File: src/design/bbpe_pkg.sv
// ----------------------------------------------------------------------------
// bbpe_pkg: shared definitions for the bicubic Bezier patch evaluator
// Types, codes and default sizes used by the controller, the datapath and
// the top level.
// ----------------------------------------------------------------------------
package bbpe_pkg;

   // Default sizes for the top-level parameters.
   localparam int COORD_WIDTH_DEF = 32;
   localparam int GRID_MAX_DEF    = 1024;

   // Fixed field widths of the ports and command fields.
   localparam int GRID_REG_W = 11;
   localparam int IDX_W      = 10;
   localparam int CPT_IDX_W  = 4;
   localparam int TERM_W     = 4;
   localparam int WSEL_W     = 2;

   localparam logic [GRID_REG_W-1:0] GRID_RESET = 11'd11;

   // Operation codes on req_op.
   localparam logic OP_LOAD = 1'b0;
   localparam logic OP_EVAL = 1'b1;

   // Register indexes on the configuration port.
   localparam logic CSR_GRID_U = 1'b0;
   localparam logic CSR_GRID_V = 1'b1;

   // Last term of the 4 x 4 weighted sum and last Bernstein weight.
   localparam logic [TERM_W-1:0] TERM_LAST = 4'd15;
   localparam logic [WSEL_W-1:0] WSEL_LAST = 2'd3;

   // Fraction bits of the Bernstein weights for a given coordinate width.
   function automatic int weight_bits(input int cw);
      return ((62 - cw) < 26) ? (62 - cw) : 26;
   endfunction

   typedef enum logic [2:0] {
      ST_IDLE,
      ST_SQ,
      ST_CUBE,
      ST_DIV_START,
      ST_DIV_WAIT,
      ST_MAC,
      ST_DRAIN
   } bbpe_state_type;

   // Commands from the controller to the datapath.
   typedef struct packed {
      logic              load_we;
      logic              latch;
      logic              dim;
      logic              calc_sq;
      logic              calc_cube;
      logic              div_start;
      logic              wt_store;
      logic [WSEL_W-1:0] wt_sel;
      logic              mac_issue;
      logic [TERM_W-1:0] term;
      logic              finish;
   } bbpe_cmd_type;

   // Status from the datapath to the controller.
   typedef struct packed {
      logic div_done;
      logic pipe_busy;
   } bbpe_status_type;

endpackage

File: src/design/bbpe_ctrl.sv
// ----------------------------------------------------------------------------
// bbpe_ctrl: sequencer for the patch evaluator
// Walks each evaluate word through the numerator, weight and accumulate
// phases and issues one command word per cycle to the datapath.
// ----------------------------------------------------------------------------
module bbpe_ctrl
   import bbpe_pkg::*;
(
   input  logic            clock,
   input  logic            reset,
   input  logic            start,
   input  logic            req_op,
   input  bbpe_status_type stat,
   output bbpe_cmd_type    cmd,
   output logic            busy
);

   bbpe_state_type    state_ff, state_in;
   logic              dim_ff, dim_in;
   logic [WSEL_W-1:0] k_ff, k_in;
   logic [TERM_W-1:0] term_ff, term_in;
   logic              accept;

   assign busy   = (state_ff != ST_IDLE);
   assign accept = start && !busy;

   always_ff @(posedge clock) begin
      if (reset) begin
         state_ff <= ST_IDLE;
         dim_ff   <= 1'b0;
         k_ff     <= '0;
         term_ff  <= '0;
      end else begin
         state_ff <= state_in;
         dim_ff   <= dim_in;
         k_ff     <= k_in;
         term_ff  <= term_in;
      end
   end

   always_comb begin
      state_in      = state_ff;
      dim_in        = dim_ff;
      k_in          = k_ff;
      term_in       = term_ff;
      cmd           = '0;
      cmd.dim       = dim_ff;
      cmd.wt_sel    = k_ff;
      cmd.term      = term_ff;
      cmd.load_we   = accept && (req_op == OP_LOAD);
      cmd.latch     = accept && (req_op == OP_EVAL);
      unique case (state_ff)
         ST_IDLE: begin
            if (cmd.latch) begin
               dim_in   = 1'b0;
               state_in = ST_SQ;
            end
         end
         ST_SQ: begin
            cmd.calc_sq = 1'b1;
            state_in    = ST_CUBE;
         end
         ST_CUBE: begin
            cmd.calc_cube = 1'b1;
            k_in          = '0;
            state_in      = ST_DIV_START;
         end
         ST_DIV_START: begin
            cmd.div_start = 1'b1;
            state_in      = ST_DIV_WAIT;
         end
         ST_DIV_WAIT: begin
            if (stat.div_done) begin
               cmd.wt_store = 1'b1;
               if (k_ff != WSEL_LAST) begin
                  k_in     = k_ff + WSEL_W'(1);
                  state_in = ST_DIV_START;
               end else if (dim_ff) begin
                  term_in  = '0;
                  state_in = ST_MAC;
               end else begin
                  dim_in   = 1'b1;
                  state_in = ST_SQ;
               end
            end
         end
         ST_MAC: begin
            cmd.mac_issue = 1'b1;
            if (term_ff == TERM_LAST) begin
               state_in = ST_DRAIN;
            end else begin
               term_in = term_ff + TERM_W'(1);
            end
         end
         ST_DRAIN: begin
            if (!stat.pipe_busy) begin
               cmd.finish = 1'b1;
               state_in   = ST_IDLE;
            end
         end
         default: begin
            state_in = ST_IDLE;
         end
      endcase
   end

endmodule

File: config.mk
export PLATFORM = sky130hd
export DESIGN_NAME = bbpe_ctrl
export DESIGN_NICKNAME = d
export VERILOG_FILES = /design/src/design/bbpe_pkg.sv /design/src/design/bbpe_ctrl.sv
export SDC_FILE = /design/constraint.sdc
export NUM_CORES = 1
export LEC_CHECK = 0
export ABC_AREA = 1
export BUFFER_PORTS_ARGS = -buffer_cell sky130_fd_sc_hd__buf_2
export CORE_MARGIN = 2
export CORE_UTILIZATION = 40
export CTS_CLUSTER_DIAMETER = 80
export DETAILED_ROUTE_END_ITERATION = 8
export PLACE_DENSITY_LB_ADDON = 0.3
export SLEW_MARGIN = 5
export SYNTH_ARGS = -nofsm -noshare
export SYNTH_HDL_FRONTEND = slang
export SYNTH_SLANG_ARGS = --single-unit
File: constraint.sdc
create_clock -name clock -period 1.6 [get_ports clock]
set_input_delay 0.4 -clock clock [delete_from_list [all_inputs] [get_ports clock]]
set_output_delay 0.4 -clock clock [all_outputs]
set_load 0.05 [all_outputs]
==> impl_results.md, run 1 <==
* Status: finished, violations left
* Failing checks: negative setup slack
* Sink Count at 10
* Post-synth ARST share at 0%
* Synth Warn # at 0
* Placer's final routability congestion estimate at ~0.84
* Total negative slack at -63.2 ps
* Die Area at 0.00227 mm²
* Post-synth top cells: nand2_1, inv_1, nor2_1
* Buf/Inv on CP at 3
* Net count after synthesis at approximately 140
* Number of global-route vias before repair at 802
* DIE WIDTH at 47.7 µm
* Non-Filler Instances at ~190
* Largest net degree at the start of global routing at 8
* Clock Path Buffers at 2
* CTS Buf Count at 3
* Count leader, synth: nand2_1
* Area contributors post-synth: dfxtp_1, nand2_1, inv_1, nor2_1, nand3_1
* Worst relative slew slack at 82.6%
* First-pass iteration count of the detailed router at 4
* Filler cells at 179
* Fmax at 607 MHz
* Largest stage delay, worst path at 370 ps
* Sequential element share of the synthesized area at between 20% and 30%
* Worst-path cell chain: nor2_4, nand2_4, inv_4, nand3_4, clkinvlp_4, buf_8
* H-tree lvl count at 1
* Area Growth Syn to Fin at 48.7%
* Worst setup margin at -47.7 ps
* First-pass GRT wire length at about 3300 µm
* Placement Rows at 15
* Inserted Diodes at 0
* CP top delay family: flip-flops
* Critical path class: reg2out
* Layout cell share with drive strength beyond 1 at 35.3%
* Final WL at between 2000 and 2500 µm
* Worst path required time at ~1200 ps
* Multi-input logic area at 499 µm²
* Initial antenna violation count at 0
* CTS Root Cell: clkbuf_4
* Core Region at 0.00176 mm²
* Nets@finish at about 180
* Post-synthesis register bit count at 10
* Synth cell types at 22
* Clock Pin Slew Worst Setup and Hold Paths at 80 ps
* Pwr Total at approximately 2200 µW
* Top Ports at 22
* Final count of hold timing violations at 0
* Share of the synthesized area in the top cell type at 26.2%
* Wire per inst at 11.0 µm
* RSZ-0062 raised after global routing: true
* Final worst-path cycle share at 103%
* CTS tree: yes
* Skew final at 8.42 ps
* Quantity of I/O buffers inserted on ports at 21
* Via density at 4.76
* Min Tclk post-route at 1650 ps
* Die height at 47.7 µm
* Starting Density at 43.3%
* Actual slew at the worst max-slew pin at between 200 and 300 ps
* Main synth FF type: dfxtp_1
* EDFF count, synth at 0
* M3 GR Usage at 3.02%
* Slowest-stage cell, CP: dfxtp_4
* Worst min path class: in2reg
* Post-placement cell count at about 180
* Busiest grt layer: met2
* Crit-path max FO at 5
* Routed Antenna Nets at 0
* Mean Syn Cell Area at 5.78 µm²
* DRC viols at 0
* Dpl hpwl at 1470 µm
* Max_cap viols at 0
* FF+latch area at 209 µm²
* M1 GR Usage at 27.3%
* Maximum VDD drop at 1.09 mV
* Area leader, netlist: dfxtp_1
* Cell Area, Synth at between 700 and 800 µm²
* GR Util met2 at 32.3%
* GRT Residual Overflow at 0
* P per Cell Area at 1970 mW/mm²
* CP Launch Type: flop
* Crit end category: output port
* DR vias at 914
* Latest clock arrival within the worst-skew pair at 270 ps
* Post-CTS Hold Buffers at 0
* Total track usage at 20.4%
* Finish-stage setup viols at 2
* Static Leakage at slightly above 0.0006 µW
* DR iter-0 viols at 22
* CP Data Arrival Time at 1250 ps
* Post-Synthesis Cells at between 100 and 150
* Max-slew violations at 0
area by class of cell:
cell class / count / area share, %
Sequential cell: 10 / 18.4
Multi-Input combinational cell: 94 / 44.0
Clock buffer: 4 / 3.20
Tap cell: 25 / 2.76
Inverter: 26 / 9.15
Timing Repair Buffer: 33 / 22.5
per-stage QoR:
step	instance area, µm²	hold slack (ps)	util [%]	setup WS [ps]
2_1_floorplan	793	453	-	-0.915
3_3_place_gp	960	468	54.4	74.7
4_1_cts	1100	335	62.3	-16.0
3_5_place_dp	960	476	54.4	30.2
6_report	1130	338	64.3	-47.7
5_1_grt	1130	348	64.3	-90.8
layer usage:
layer / routed length [µm] / vias up / share of wire [%]
li1: - / 480 / -
met1: 964 / 400 / 46
met2: 1010 / 28 / 48
met3: 90 / 6 / 4.3
met4: 39 / 0 / 1.9
met5: 0 / - / 0
path summary, 6_finish.rpt:
check / startpoint / end / slack, ps / depth (start not counted)
setup / recovery: state_ff[1]$_SDFFE_PP0P_ / cmd[13] / -50 / 6
hold / removal: reset / k_ff[1]$_SDFFE_PP0P_ / 340 / 2
setup reg to reg: state_ff[1]$_SDFFE_PP0P_ / state_ff[1]$_SDFFE_PP0P_ / 120 / 9
hold reg to reg: dim_ff$_SDFFE_PP0P_ / dim_ff$_SDFFE_PP0P_ / 490 / 2
report_power, final:
part	switching (µW)	total, µW	internal, µW
combinational	998	1570	570
sequential	90.5	425	335
clock	101	239	138
cells by family after synthesis:
kind of cell | share of synthesized area [%]
and+or+nand+nor | 46.2
buffers and inverters | 14.4
DFF | 26.2
AOI/OAI and AO/OA | 8.20
adders and majority gates | 4.92
flip-flops by register name, indices dropped and copies added (netlist names):
register,count
term_ff,4
state_ff,3
k_ff,2
dim_ff,1
layout by cell type, fill, tap and decap left out, types with 2 or more instances in the layout:
cell type	n
nand3_2	2
buf_8	2
dfxtp_1	7
ha_1	3
inv_2	4
buf_4	12
nand4_1	3
nand3_1	11
nor2_4	2
a21oi_1	5
inv_1	20
clkbuf_4	4
o21ai_0	2
buf_6	6
nor2_1	15
nor2_2	2
dfxtp_4	2
buf_2	12
nand2_1	39
timing repair:
item,CTS,global route
setup endpoints to repair,8,7
gates resized for setup,23,11
buffers inserted,6,0
pin swaps,4,5
No activity file was read; power rests on OpenSTA's default activity.
==> run 2: changes to the inputs <==
- CELL_PAD_IN_SITES_DETAIL_PLACEMENT: unset -> 0
- CELL_PAD_IN_SITES_GLOBAL_PLACEMENT: unset -> 1
- CORE_UTILIZATION: 40 -> 33
==> run 2 against run 1 <==
The flow still finishes with violations (negative setup slack); via count down 1.6%; clock power down 22%; power down 6.0%; cell count down 0.52%; global-route usage down 3.4 points; clock-buffer cell count down 1; critical endpoint is now cmd[14]; largest power group unchanged.
==> impl_results.md, run 2 (synthesized netlist as in run 1, its figures left out) <==
* Status: finished, violations left
* DR iter-0 viols at 24
* CTS tree: yes
* Top Ports at 22
* First-pass GRT wire length at between 3000 and 4000 µm
* Final core utilization at 50.8%
* Finish-stage setup viols at 2
* Skew final at 10.7 ps
* Largest Register: term_ff
* Inserted Diodes at 0
* DRC viols at 0
* Fmax at 613 MHz
* CP Data Arrival Time at around 1200 ps
* Nets@finish at between 150 and 200
* Slowest-stage cell, CP: dfxtp_4
* Quantity of I/O buffers inserted on ports at 21
* Reg2Reg Setup Slack at approximately 250 ps
* P per Cell Area at 1880 mW/mm²
* CTS Root Cell: clkbuf_4
* Clock Path Buffers at 2
* Maximum VDD drop at a little over 1 mV
* Initial antenna violation count at 0
* H-tree lvl count at 1
* Total negative slack at -54.5 ps
* Most frequent cells in the layout: nand2_1, inv_1, nor2_1, buf_2, nand3_1
* Placer's final routability congestion estimate at approximately 0.82
* Crit end category: output port
* DIE WIDTH at 52.1 µm
* Die Area at 0.00271 mm²
* Worst-path cell chain: nor2_4, nand2_4, nor3_4, buf_6
* Dpl ws at 44.9 ps
* Worst relative slew slack at 83.5%
* Die height at 52.1 µm
* Clock Pin Slew Worst Setup and Hold Paths at 80 ps
* CP top delay family: simple AND/OR/NAND/NOR gates
* Area Growth Syn to Fin at 45.9%
* Worst path required time at 1200 ps
* Failing checks: negative setup slack
* Starting Density at 34.8%
* Hold depth at 2
* Max FFs per register at 4
* Max-slew violations at 0
* Placement Rows at 17
* Worst min path class: in2reg
* Largest registers: term_ff: 4 flops, state_ff: 3 flops, k_ff: 2 flops
* Static Leakage at approximately 0.0006 µW
* RSZ-0062 raised after global routing: true
* Number of global-route vias before repair at between 700 and 800
* R2R depth at 8
* Total track usage at 16.9%
* CP Launch Type: flop
* Post-CTS Hold Buffers at 0
* CTS Buf Count at 3
* Dpl hpwl at about 1500 µm
* Critical path depth in cells at 4
* Wire per inst at 10.9 µm
* Core Region at about 0.0022 mm²
* Final WL at 2090 µm
* Final worst-path cycle share at 102%
* GRT Residual Overflow at 0
* Layout cell share with drive strength beyond 1 at 33.1%
* First-pass iteration count of the detailed router at 4
* Via density at 4.71
* Routed Antenna Nets at 0
* DR vias at 899
* Largest net degree at the start of global routing at 8
* Most common cell after layout, fill and taps aside: nand2_1
* Buf/Inv on CP at 1
* Final count of hold timing violations at 0
* Crit-path max FO at 5
* Actual slew at the worst max-slew pin at between 200 and 250 ps
* Max_cap viols at 0
* Min Tclk post-route at 1630 ps
* Critical path class: reg2out
* Sink Count at 10
* Latest clock arrival within the worst-skew pair at 280 ps
* Largest stage delay, worst path at 370 ps
* Worst setup margin at -31.4 ps
-- run 2: final cells by class --
type                            count  area (µm²)
Fill cell                         240        1080
Multi-Input combinational cell     94         513
Timing Repair Buffer               30         234
Sequential cell                    10         205
Inverter                           26         104
Tap cell                           28        35.0
Clock buffer                        3        22.5
-- run 2: final timing paths --
path | start | to
max | state_ff[1]$_SDFFE_PP0P_ | cmd[14]
min | reset | k_ff[1]$_SDFFE_PP0P_
max reg2reg | term_ff[0]$_SDFFE_PP0P_ | term_ff[0]$_SDFFE_PP0P_
min reg2reg | dim_ff$_SDFFE_PP0P_ | dim_ff$_SDFFE_PP0P_
-- run 2: repair_timing --
action | in CTS | in global routing
setup endpoints to repair | 9 | 8
gates cloned | 0 | 0
gates resized for setup | 22 | 13
setup buffers | 4 | 0
pin swaps | 3 | 3
endpoints found under the hold margin | 0 | 0
-- run 2: worst reg2reg max path, delay by kind of cell (launching register included) --
kind / cells / cell delay, ps
and+or+nand+nor: 7 / 600
DFF: 1 / 430
adders and majority gates: 1 / 220
-- run 2: power by group --
part | switching [µW] | internal, µW | total, µW
Sequential | 91.7 | 328 | 419
Combinational | 986 | 506 | 1490
Clock | 99.3 | 87.2 | 187
Total | 1180 | 921 | 2100
-- run 2: stage by stage --
stage	hold WS [ps]	instances	area (µm²)	total power [µW]
floorplan	453	132	793	1400
global placement	469	184	956	1670
detailed placement	474	184	956	1680
CTS	338	191	1080	2020
global route	342	191	1110	2260
finish	331	191	1110	2100
-- run 2: layer usage --
layer / global-route usage, % / vias to the layer above / wire, µm
li1: - / 470 / -
met1: 23.4 / 393 / 992
met2: 25.5 / 29 / 932
met3: 1.72 / 7 / 107
met4: 9.21 / 0 / 57
met5: 0 / - / 0
